<file path="src/hw/rtl/ctp_pkg.sv">
// shared types and constants for the cartesian to polar converter
package ctp_pkg;

  // guard fraction bits carried through the rotation datapath
  localparam int GUARD_BITS = 8;

  // angle accumulator width: 2^31 is pi, with headroom past +-pi
  localparam int ANGLE_W = 34;

  // gain compensation k = 0.60725293500888 as unsigned q0.32, split in halves
  localparam logic [15:0] GAIN_HI = 16'h9B74;
  localparam logic [15:0] GAIN_LO = 16'hEDA8;

  // pi in accumulator units
  localparam logic signed [ANGLE_W-1:0] ANGLE_PI = 34'sh0_8000_0000;

  // atan(2^-i) with 2^31 = pi, truncated
  localparam logic [31:0] ATAN_TABLE [32] = '{
    32'h20000000, 32'h12E4051D, 32'h09FB385B, 32'h051111D4,
    32'h028B0D43, 32'h0145D7E1, 32'h00A2F61E, 32'h00517C55,
    32'h0028BE53, 32'h00145F2E, 32'h000A2F98, 32'h000517CC,
    32'h00028BE6, 32'h000145F3, 32'h0000A2F9, 32'h0000517C,
    32'h000028BE, 32'h0000145F, 32'h00000A2F, 32'h00000517,
    32'h0000028B, 32'h00000145, 32'h000000A2, 32'h00000051,
    32'h00000028, 32'h00000014, 32'h0000000A, 32'h00000005,
    32'h00000002, 32'h00000001, 32'h00000000, 32'h00000000
  };

  // how the result of one point is formed
  typedef enum logic [1:0] {
    MODE_NORMAL,
    MODE_AXIS_POS,
    MODE_AXIS_NEG,
    MODE_ORIGIN
  } mode_t;

  typedef struct packed {
    logic  valid;
    mode_t mode;
  } ctl_t;

endpackage

</file>
<file path="src/hw/rtl/ctp_cell.sv">
// one vectoring micro-rotation stage of the chain
module ctp_cell #(
  parameter int XW    = 27,
  parameter int STAGE = 0
) (
  input  logic                                  clk,
  input  logic                                  rst,
  input  logic                                  in_valid,
  input  logic signed [XW-1:0]                  x_in,
  input  logic signed [XW-1:0]                  y_in,
  input  logic signed [ctp_pkg::ANGLE_W-1:0]    z_in,
  output logic                                  valid,
  output logic signed [XW-1:0]                  x_out,
  output logic signed [XW-1:0]                  y_out,
  output logic signed [ctp_pkg::ANGLE_W-1:0]    z_out
);

  localparam int ZW = ctp_pkg::ANGLE_W;
  localparam logic [31:0] ATAN = ctp_pkg::ATAN_TABLE[STAGE % 32];
  localparam logic signed [ZW-1:0] STEP = $signed({{(ZW-32){1'b0}}, ATAN});

  logic signed [XW-1:0] dx;
  logic signed [XW-1:0] dy;
  logic signed [XW-1:0] x_next;
  logic signed [XW-1:0] y_next;
  logic signed [ZW-1:0] z_next;

  // floor shifts
  assign dx = y_in >>> STAGE;
  assign dy = x_in >>> STAGE;

  always_comb begin
    if (!y_in[XW-1]) begin
      x_next = x_in + dx;
      y_next = y_in - dy;
      z_next = z_in + STEP;
    end else begin
      x_next = x_in - dx;
      y_next = y_in + dy;
      z_next = z_in - STEP;
    end
  end

  always_ff @(posedge clk) begin
    if (rst) begin
      valid <= 1'b0;
    end else begin
      valid <= in_valid;
    end
  end

  always_ff @(posedge clk) begin
    x_out <= x_next;
    y_out <= y_next;
    z_out <= z_next;
  end

endmodule

</file>
<file path="config.mk">
export PLATFORM = sky130hd
export DESIGN_NAME = ctp_cell
export DESIGN_NICKNAME = d
export VERILOG_FILES = /design/src/hw/rtl/ctp_pkg.sv /design/src/hw/rtl/ctp_cell.sv
export SDC_FILE = /design/constraint.sdc
export NUM_CORES = 1
export LEC_CHECK = 0
export BUFFER_PORTS_ARGS = -buffer_cell sky130_fd_sc_hd__buf_2
export CAP_MARGIN = 20
export CORE_ASPECT_RATIO = 0.6
export CORE_UTILIZATION = 48
export CTS_CLUSTER_SIZE = 16
export DETAILED_ROUTE_END_ITERATION = 16
export PLACE_DENSITY_LB_ADDON = 0.05
export REMOVE_ABC_BUFFERS = 1
export SYNTH_ARGS = -nofsm -noshare
export SYNTH_HDL_FRONTEND = slang
export SYNTH_SLANG_ARGS = --single-unit
</file>
<file path="constraint.sdc">
create_clock -name clk -period 2.8 [get_ports clk]
set_clock_uncertainty 0.2 [all_clocks]
set_input_delay 0.28 -clock clk [delete_from_list [all_inputs] [get_ports clk]]
set_output_delay 0.28 -clock clk [all_outputs]
set_load 0.005 [all_outputs]
</file>
==> impl_metrics.tcl <==
set metrics [dict create \
    grt_overflow 0 \
    core_mm2 0.0123 \
    p_per_area_mw_per_mm2 500 \
    slew_headroom 0.611 \
    fmax_mhz 367 \
    crit_start "x_in[22]" \
    end_kind "flop" \
    crit_path_start_kind "input pin" \
    grt_pass1_wl_um 37200 \
    nets 1292 \
    drt-initial-drc-count 593 \
    stdcell_area_mm2 0.00925 \
    cts_max_level 3 \
    period_share 0.974 \
    area_growth_pct 49.0 \
    intPower_mw 2.97 \
    num_vias 7144 \
    yosysSeqAreaShare 0.284 \
    synth.distinct_cells 67 \
    netlist_area_mm2 0.00621 \
    root_buffer "clkbuf_16" \
    hpwl_um 19400 \
    syn_area_per_cell_um2 8.16 \
    clockPowerShare 0.268 \
    fp.dieW_um 149 \
    netSwitchingPower_mw 1.66 \
    placed_area_mm2 0.00842 \
    synth_most_common_cell "a21oi_1" \
    critPathKind "input pin to flop" \
    setup_viol_count_final 0 \
    min-delay-start "y_in[0]" \
    tightest_slew_ps 579 \
    rows 31 \
    seqPwrFrac 0.333 \
    ant_nets 0 \
    grt_max_degree 67 \
    slew_viol_final 0 \
    portBuffers 179 \
    grt_pass1_vias 6731 \
    leakage_nw 4.62 \
    cts_made_buffers 9 \
    p_comb_frac 0.400 \
    cts_tree "done" \
    syn_inst 761 \
    die_area_mm2 0.0134 \
    status "finished, final reports clean" \
    die-height_um 90.1 \
    arrival_ps 2750 \
    hold_depth 3 \
    synth_largest_area_cell "dfxtp_1" \
    final_layout_size_suffix_gt1_frac 0.360 \
    viasPerCell 5.56 \
    final_hold_viol_count 0 \
    synth_top_flop_cell "dfxtp_1" \
    synth_top_cells_by_area "dfxtp_1, ha_1, a21oi_1, xnor2_1, inv_1" \
    rsz0062_at_grt "yes" \
    wl_um 24800 \
    wire_per_inst_um 19.3 \
    cts_num_sinks 88 \
    antenna_found_initial 0 \
    tns_ps 0 \
    path_max_fanout 11 \
    yosysTopAreaCellShare 0.284 \
    cp_data_required_time_ps 2820 \
    max-cap-violations 0 \
    async_reset_ff_frac 0 \
    grtUsageTotal 0.361 \
    gp_congestion 1.02 \
    yosysWarningCount 0 \
    hold_class "input pin to flop" \
    start_util 0.504 \
    swShare 0.358 \
    drcViolationCount 0 \
    clk_pin_slew_worst_paths_ps 80 \
    dr.pass1.iters 5 \
    period_minus_slack_ps 2730 \
    synth_edf_count 0 \
    ios 180 \
    clock_path_buffers 2 \
    ys_seq_elements 88 \
    netlist_top_cells_count "a21oi_1, dfxtp_1, ha_1, inv_1, nor2_1" \
    n_antenna_cell 0 \
    ir_worst_vdd_uv 385 \
]
==> area by class of cell <==
class / instances / area [µm²]
flip-flops and latches: 88 / 1760
fillers: 910 / 3080
well taps: 165 / 206
multi-input cells: 551 / 4150
repair buffers: 379 / 2500
inverters: 87 / 329
clock inverters: 7 / 72.6
clock buffers: 9 / 225
==> power groups by stage <==
stage,clock (mW),sequential (mW),combinational [mW]
after global routing,1.31,1.55,1.98
after CTS,1.25,1.53,1.73
after detailed placement,0,1.56,1.68
after global placement,0,1.55,1.65
after floorplan,0,1.58,0.752
final,1.24,1.54,1.85
==> registers in the layout, summed over array words and instances (netlist names) <==
| signal | flops |
|---|---|
| x_out | 27 |
| z_out | 34 |
| y_out | 26 |
| valid | 1 |
==> critical path, cell delays in order <==
cell	delay [ps]
buf_2	90
inv_1	40
ha_1	330
buf_4	200
nor4_1	540
buf_4	220
nand2b_1	50
o211ai_1	380
a41oi_2	80
o21bai_1	240
a32oi_1	120
xor2_1	170
==> worst paths after layout <==
check                end
max    y_out[25]$_DFF_P_
min     x_out[0]$_DFF_P_
==> timing repair <==
action,CTS,global route
setup buffers,0,4
pin swaps,0,10
hold endpoints to repair,33,0
resized for setup,3,32
endpoints found under the setup margin,3,19
hold buffers,33,0
==> stage by stage <==
stage                     power [mW]  instances  hold slack (ps)  worst slack [ps]   util
final                           4.63       1286             34.1              73.2  0.750
after detailed placement        3.24       1233              184              -396  0.682
after global routing            4.84       1286             41.3             -13.1  0.750
after global placement          3.21       1233              183              -318  0.682
after floorplan                 2.33        726              108             -12.3      -
after CTS                       4.51       1282             35.7              2.86  0.734
==> layer usage <==
layer | track usage | vias to the layer above | routed length (µm)
li1 | - | 3345 | -
met2 | 0.506 | 444 | 9800
met1 | 0.533 | 3319 | 11300
met4 | 0.0629 | 0 | 407
met5 | 0 | - | 0
met3 | 0.116 | 36 | 3280
==> cell usage in the layout, fill, tap and decap left out, types with 4 or more instances in the layout <==
cell type / n
a211oi_1: 4
xor2_1: 8
a21o_1: 12
o21a_1: 4
a31oi_1: 9
buf_4: 165
nand4_1: 10
xnor2_1: 46
ha_1: 78
dfxtp_1: 88
o211ai_1: 4
clkbuf_16: 9
nand3_1: 12
a21oi_1: 86
dlygate4sd3_1: 33
nor3_1: 11
a211o_1: 4
nor2b_1: 6
o21ai_0: 41
clkinv_1: 5
nor2_1: 58
nand2b_1: 10
inv_1: 79
buf_2: 179
mux2i_1: 9
nand2_1: 35
a221o_1: 4
o21bai_1: 16
o31ai_1: 5
a21oi_2: 6
==> logic make-up after synthesis <==
kind of cell               synth area share
muxes                                0.0145
xor gates and xnor gates             0.0761
adders and majority gates             0.176
buffers and inverters                0.0767
DFF                                   0.284
and+or+nand+nor                       0.127
AOI/OAI and AO/OA                     0.246
No activity file was read; power rests on OpenSTA's default activity.
