==> src/hw/rtl/ctp_pkg.sv <==
// shared types and constants for the cartesian to polar converter
package ctp_pkg;

  // guard fraction bits carried through the rotation datapath
  localparam int GUARD_BITS = 8;

  // angle accumulator width: 2^31 is pi, with headroom past +-pi
  localparam int ANGLE_W = 34;

  // gain compensation k = 0.60725293500888 as unsigned q0.32, split in halves
  localparam logic [15:0] GAIN_HI = 16'h9B74;
  localparam logic [15:0] GAIN_LO = 16'hEDA8;

  // pi in accumulator units
  localparam logic signed [ANGLE_W-1:0] ANGLE_PI = 34'sh0_8000_0000;

  // atan(2^-i) with 2^31 = pi, truncated
  localparam logic [31:0] ATAN_TABLE [32] = '{
    32'h20000000, 32'h12E4051D, 32'h09FB385B, 32'h051111D4,
    32'h028B0D43, 32'h0145D7E1, 32'h00A2F61E, 32'h00517C55,
    32'h0028BE53, 32'h00145F2E, 32'h000A2F98, 32'h000517CC,
    32'h00028BE6, 32'h000145F3, 32'h0000A2F9, 32'h0000517C,
    32'h000028BE, 32'h0000145F, 32'h00000A2F, 32'h00000517,
    32'h0000028B, 32'h00000145, 32'h000000A2, 32'h00000051,
    32'h00000028, 32'h00000014, 32'h0000000A, 32'h00000005,
    32'h00000002, 32'h00000001, 32'h00000000, 32'h00000000
  };

  // how the result of one point is formed
  typedef enum logic [1:0] {
    MODE_NORMAL,
    MODE_AXIS_POS,
    MODE_AXIS_NEG,
    MODE_ORIGIN
  } mode_t;

  typedef struct packed {
    logic  valid;
    mode_t mode;
  } ctl_t;

endpackage

==> src/hw/rtl/ctp_gain.sv <==
// gain compensation, angle rounding and special-case result selection
module ctp_gain #(
  parameter int DW = 16,
  parameter int XW = 27
) (
  input  logic                                  clk,
  input  logic                                  rst,
  input  ctp_pkg::ctl_t                         ctl_in,
  input  logic [DW-1:0]                         ymag_in,
  input  logic signed [XW-1:0]                  x_in,
  input  logic signed [ctp_pkg::ANGLE_W-1:0]    z_in,
  output logic                                  valid,
  output logic [DW-1:0]                         radius,
  output logic signed [DW-1:0]                  angle
);

  localparam int ZW = ctp_pkg::ANGLE_W;
  localparam int UW = XW - 1;
  localparam int PW = UW + 16;
  localparam int TW = PW + 1;
  localparam int RW = TW + 1 - 24;
  localparam int S  = 32 - DW;
  localparam logic [DW-1:0] QUARTER = DW'(1) << (DW - 2);

  logic [UW-1:0]        ux;
  ctp_pkg::ctl_t        ctl1;
  logic [DW-1:0]        ymag1;
  logic [PW-1:0]        p_hi;
  logic [PW-1:0]        p_lo;
  logic signed [ZW-1:0] z1;

  logic [TW-1:0]        lo_rnd;
  logic [TW-1:0]        t;
  logic [TW:0]          t_rnd;
  logic [RW-1:0]        r;
  logic [DW-1:0]        r_sat;
  logic [DW-1:0]        ang_q;
  logic [DW-1:0]        radius_next;
  logic [DW-1:0]        angle_next;

  assign ux = x_in[XW-1] ? '0 : x_in[UW-1:0];

  always_ff @(posedge clk) begin
    if (rst) begin
      ctl1.valid <= 1'b0;
    end else begin
      ctl1.valid <= ctl_in.valid;
    end
    ctl1.mode <= ctl_in.mode;
  end

  always_ff @(posedge clk) begin
    ymag1     <= ymag_in;
    p_hi      <= PW'(ux) * PW'(ctp_pkg::GAIN_HI);
    p_lo      <= PW'(ux) * PW'(ctp_pkg::GAIN_LO);
    z1        <= z_in;
  end

  assign lo_rnd = TW'(p_lo) + TW'(17'h08000);
  assign t      = TW'(p_hi) + TW'(lo_rnd >> 16);
  assign t_rnd  = (TW + 1)'(t) + (TW + 1)'(24'h800000);
  assign r      = t_rnd[TW:24];
  assign r_sat  = (r[RW-1:DW] != '0) ? '1 : r[DW-1:0];

  generate
    if (S > 0) begin : g_round
      logic signed [ZW:0] z_add;
      logic signed [ZW:0] z_q;
      assign z_add = {z1[ZW-1], z1} + (ZW + 1)'(64'd1 << (S - 1));
      assign z_q   = z_add >>> S;
      assign ang_q = z_q[DW-1:0];
    end else begin : g_exact
      assign ang_q = z1[DW-1:0];
    end
  endgenerate

  always_comb begin
    case (ctl1.mode)
      ctp_pkg::MODE_NORMAL: begin
        radius_next = r_sat;
        angle_next  = ang_q;
      end
      ctp_pkg::MODE_AXIS_POS: begin
        radius_next = ymag1;
        angle_next  = QUARTER;
      end
      ctp_pkg::MODE_AXIS_NEG: begin
        radius_next = ymag1;
        angle_next  = DW'(0) - QUARTER;
      end
      default: begin
        radius_next = '0;
        angle_next  = '0;
      end
    endcase
  end

  always_ff @(posedge clk) begin
    if (rst) begin
      valid <= 1'b0;
    end else begin
      valid <= ctl1.valid;
    end
  end

  always_ff @(posedge clk) begin
    radius <= radius_next;
    angle  <= $signed(angle_next);
  end

endmodule

==> config.mk <==
export PLATFORM = sky130hd
export DESIGN_NAME = ctp_gain
export DESIGN_NICKNAME = d
export VERILOG_FILES = /design/src/hw/rtl/ctp_pkg.sv /design/src/hw/rtl/ctp_gain.sv
export SDC_FILE = /design/constraint.sdc
export NUM_CORES = 1
export LEC_CHECK = 0
export BUFFER_PORTS_ARGS = -buffer_cell sky130_fd_sc_hd__buf_4
export CORE_ASPECT_RATIO = 1.5
export CORE_UTILIZATION = 58
export CTS_CLUSTER_SIZE = 40
export DETAILED_ROUTE_END_ITERATION = 12
export HOLD_SLACK_MARGIN = 0.06
export PLACE_DENSITY = 0.75
export RECOVER_POWER = 50
export SYNTH_ARGS = -nofsm -noshare
export SYNTH_HDL_FRONTEND = slang
export SYNTH_SLANG_ARGS = --single-unit
export TNS_END_PERCENT = 20
==> constraint.sdc <==
create_clock -name clk -period 7.1 [get_ports clk]
set_input_delay 0 -clock clk [delete_from_list [all_inputs] [get_ports clk]]
set_output_delay 0 -clock clk [all_outputs]
set_load 0.05 [all_outputs]
==> metrics.md <==
| Metric | Value |
|---|---|
| Reg2Reg Depth | 20 |
| Sw Ratio | 0.519 |
| CTS tree | yes |
| RSZ-0062 raised after global routing | no |
| Synthesized area | 18000 um2 |
| Setup violators final | 0 |
| Setup WS pre-CTS | 0.425 ns |
| Global-route wire length before repair | between 70000 and 80000 um |
| Ys async rst share | 0 |
| Commonest non-fill, non-tap cells in the layout | inv_1, ha_1, fa_1, dfxtp_1, nand2_1 |
| Area Overhead vs Synth | 12.0% |
| Status | completed |
| Num rows | just under 80 |
| Port Buf Inserts | between 90 and 100 |
| Commonest non-fill, non-tap cell in the layout | inv_1 |
| Syn avg cell area | 9.33 um2 |
| Routability cong. | 0.988 |
| Pins Over Slew Limit | 0 |
| Post-route setup slack | just under 0.7 ns |
| Yosys reg bits | 136 |
| Initial antenna violation count | 0 |
| Ys flop type | dfxtp_1 |
| Hpwl dp | 40400 um |
| Die area | 31700 um2 |
| Critical R2R Capture | radius[15]$_DFF_P_ |
| Area of placed instances | roughly 19000 um2 |
| Drt wl/cell | about 19 um |
| Die W | 146 um |
| DRT Pass-1 Iters | 5 |
| Worst Setup EP | p_hi[40]$_DFF_P_ |
| Detailed-route DRC error count | 0 |
| Net switching power | 4850 uW |
| Post-route cell area | roughly 20000 um2 |
| Initial core utilization | 0.591 |
| Final #Nets | 2709 |
| Share of layout cells above drive strength 1 | 0.0635 |
| Syn Inst Count | 1924 |
| Iter 0 DRT Violations | around 600 |
| Critical Path RT | 7.46 ns |
| Clk pwr share | 0.091 |
| Worst-path fanout max | 6 |
| Io pins | roughly 120 |
| Via count | 13500 |
| Final Util | 0.662 |
| Total grt overflow | 0 |
| EDFF count, synth | 0 |
| Maximum capacitance violations | 0 |
| Seq/Total Area, Yosys | 0.152 |
| Slew at the pin closest to its max-slew limit | between 1 and 1.5 ns |
| RR Startpoint | p_lo[16]$_DFF_P_ |
| Largest net degree at the start of global routing | 26 |
| Hold Crit Class | in2reg |
| CP startpoint kind | primary input |
| Hold Fails Final Rpt | 0 |
| Dpl cells | 2423 |
| Clock transition at path regs | 0.07 ns |
| Chip height | 217 um |
| Vias in the first global route | 14900 |
| Total GRT Usage | 0.316 |
| Setup TNS | 0 ns |
| Ys Warns | 0 |
| Antenna diodes | 0 |
| Post-CTS sizing | 0 |
| Sequential power share | 0.128 |
| VDD IR max | 0.405 mV |
| Rel. slew slack | 0.226 |
| Internal power | approximately 4500 uW |
| Root buffer cell | clkbuf_16 |
| Routed Antenna Nets | 0 |
| Worst skew pair latency | 0.42 ns |
| Leakage | around 0.011 uW |
| Non-filler instance count after layout | 2495 |
| Clock Path Buffers | 2 |
| Post-synth cell types | 71 |
| Core area | between 30000 and 40000 um2 |
| Power per cell area | 465 nW/um2 |
| Synthesized net count | 2551 |
| Clock Skews | 0.0149 ns |
| Worst path arrival time | 6.79 ns |
| Final period utilization | 0.904 |
| CP endpoint kind | flip-flop |
| Final wirelength | ~47000 um |
| TritonCTS Buffers | 17 |
| Critical path class | in2reg |
| Avg Vias per Cell | 5.42 |
| Crit. Startpoint | x_in[1] |
| Reg2reg setup slack | about 1.7 ns |
| Fmax | ~0.16 GHz |
| Min Tclk post-route | 6.42 ns |
| Clock sinks | 136 |
| Comb pwr share | 0.781 |
| H-tree Lvls | 4 |
power groups by stage:
stage	logic (uW)	registers (uW)	clock network, uW
4_1_cts	7320	1200	856
3_5_place_dp	7220	1210	0
2_1_floorplan	5150	1260	0
6_report	7300	1200	847
3_3_place_gp	7100	1210	0
5_1_grt	8140	1220	892
final cells by class:
type	count	area (um2)
clock inverters	14	131
clock buffers	18	439
multi-input cells	1261	13200
repair buffers	162	1180
inverters	504	1890
well taps	400	500
flip-flops and latches	136	2720
fillers	2480	10200
kinds of logic (layout without fill, tap and decap cells):
| kind of cell | after synthesis | after routing | share of synthesized area |
|---|---|---|---|
| xor gates and xnor gates | 116 | 116 | 0.0566 |
| AOI/OAI and AO/OA | 235 | 235 | 0.0873 |
| and+or+nand+nor | 363 | 363 | 0.103 |
| muxes | 2 | 2 | 0.00112 |
| adders and majority gates | 545 | 545 | 0.490 |
| DFF | 136 | 136 | 0.152 |
| buffers and inverters | 527 | 698 | 0.111 |
how the worst min path moves through the flow:
stage                 from                 to  slack [ns]  depth (start not counted)
3_3_place_gp   ymag_in[14]  ymag1[14]$_DFF_P_        0.10                          1
4_1_cts            x_in[2]    p_hi[5]$_DFF_P_        0.12                          3
6_report           x_in[2]    p_hi[5]$_DFF_P_        0.14                          3
3_5_place_dp      z_in[27]     z1[27]$_DFF_P_        0.11                          1
5_1_grt            x_in[2]    p_hi[5]$_DFF_P_        0.16                          3
2_1_floorplan    ctl_in[0]    ctl1[0]$_DFF_P_        0.03                          0
metal layers:
| layer | vias up | track usage | routed length [um] |
|---|---|---|---|
| met2 | 349 | 0.600 | 25100 |
| met3 | 162 | 0.0276 | 1180 |
| met5 | - | 0 | 0 |
| met1 | 6664 | 0.319 | 16500 |
| li1 | 6353 | - | - |
| met4 | 0 | 0.245 | 4210 |
cell usage after synthesis (4+ instances only):
library cell    n  area, um2
and4_1          5       43.8
fa_1          263       5270
xor2_1         36        315
xnor2_1        80        701
a21o_1         35        263
o21bai_1        6       45.0
o31a_1          4       35.0
a221oi_1        6       52.6
a31oi_1         6       37.5
inv_1         504       1890
o21ai_1         4       20.0
nor2_1         85        319
o211ai_1       12       90.1
nand4_1        14       87.6
nand2b_1       24        150
a211oi_1        8       60.1
clkbuf_1       18       67.6
or3_1           9       56.3
and2_1         18        113
nand2_1        92        345
nor4_1          4       25.0
a21oi_1        64        320
nand3_1        24        120
o21ai_0        44        220
o21a_1         13       97.6
and3_1         12       75.1
dfxtp_1       136       2720
ha_1          282       3530
nor2b_1        32        200
nor3_1         21        105
critical path, stage by stage:
cell           delay (ns)
dlygate4sd3_1        0.52
clkbuf_1             0.28
nor2b_1              0.42
and2_1               0.38
fa_1                 0.34
fa_1                 0.45
fa_1                 0.48
fa_1                 0.54
inv_1                0.07
fa_1                 0.54
inv_1                0.05
ha_1                 0.37
a21oi_1              0.26
nand2b_1             0.10
a311oi_1             0.48
nor3_1               0.19
o2111a_1             0.30
o211ai_1             0.29
a21oi_1              0.17
or4b_1               0.48
nand4b_1             0.09
through the flow:
stage	hold slack, ns	total power (uW)
after global routing	0.162	10300
after CTS	0.118	9370
after floorplan	0.0277	6400
after detailed placement	0.105	8440
after global placement	0.105	8300
final	0.137	9340
sequential cells by signal (all words and copies together), names as in the netlist:
register and cells:
angle 16, ctl1 3, p_hi 37, p_lo 30, radius 16, valid 1, ymag1 16, z1 17
repair_timing:
item	CTS	global route
setup endpoints to repair	0	0
buffers inserted	0	0
hold buffers	40	0
endpoints found under the hold margin	39	0
Power figures use the tool's default switching activity.
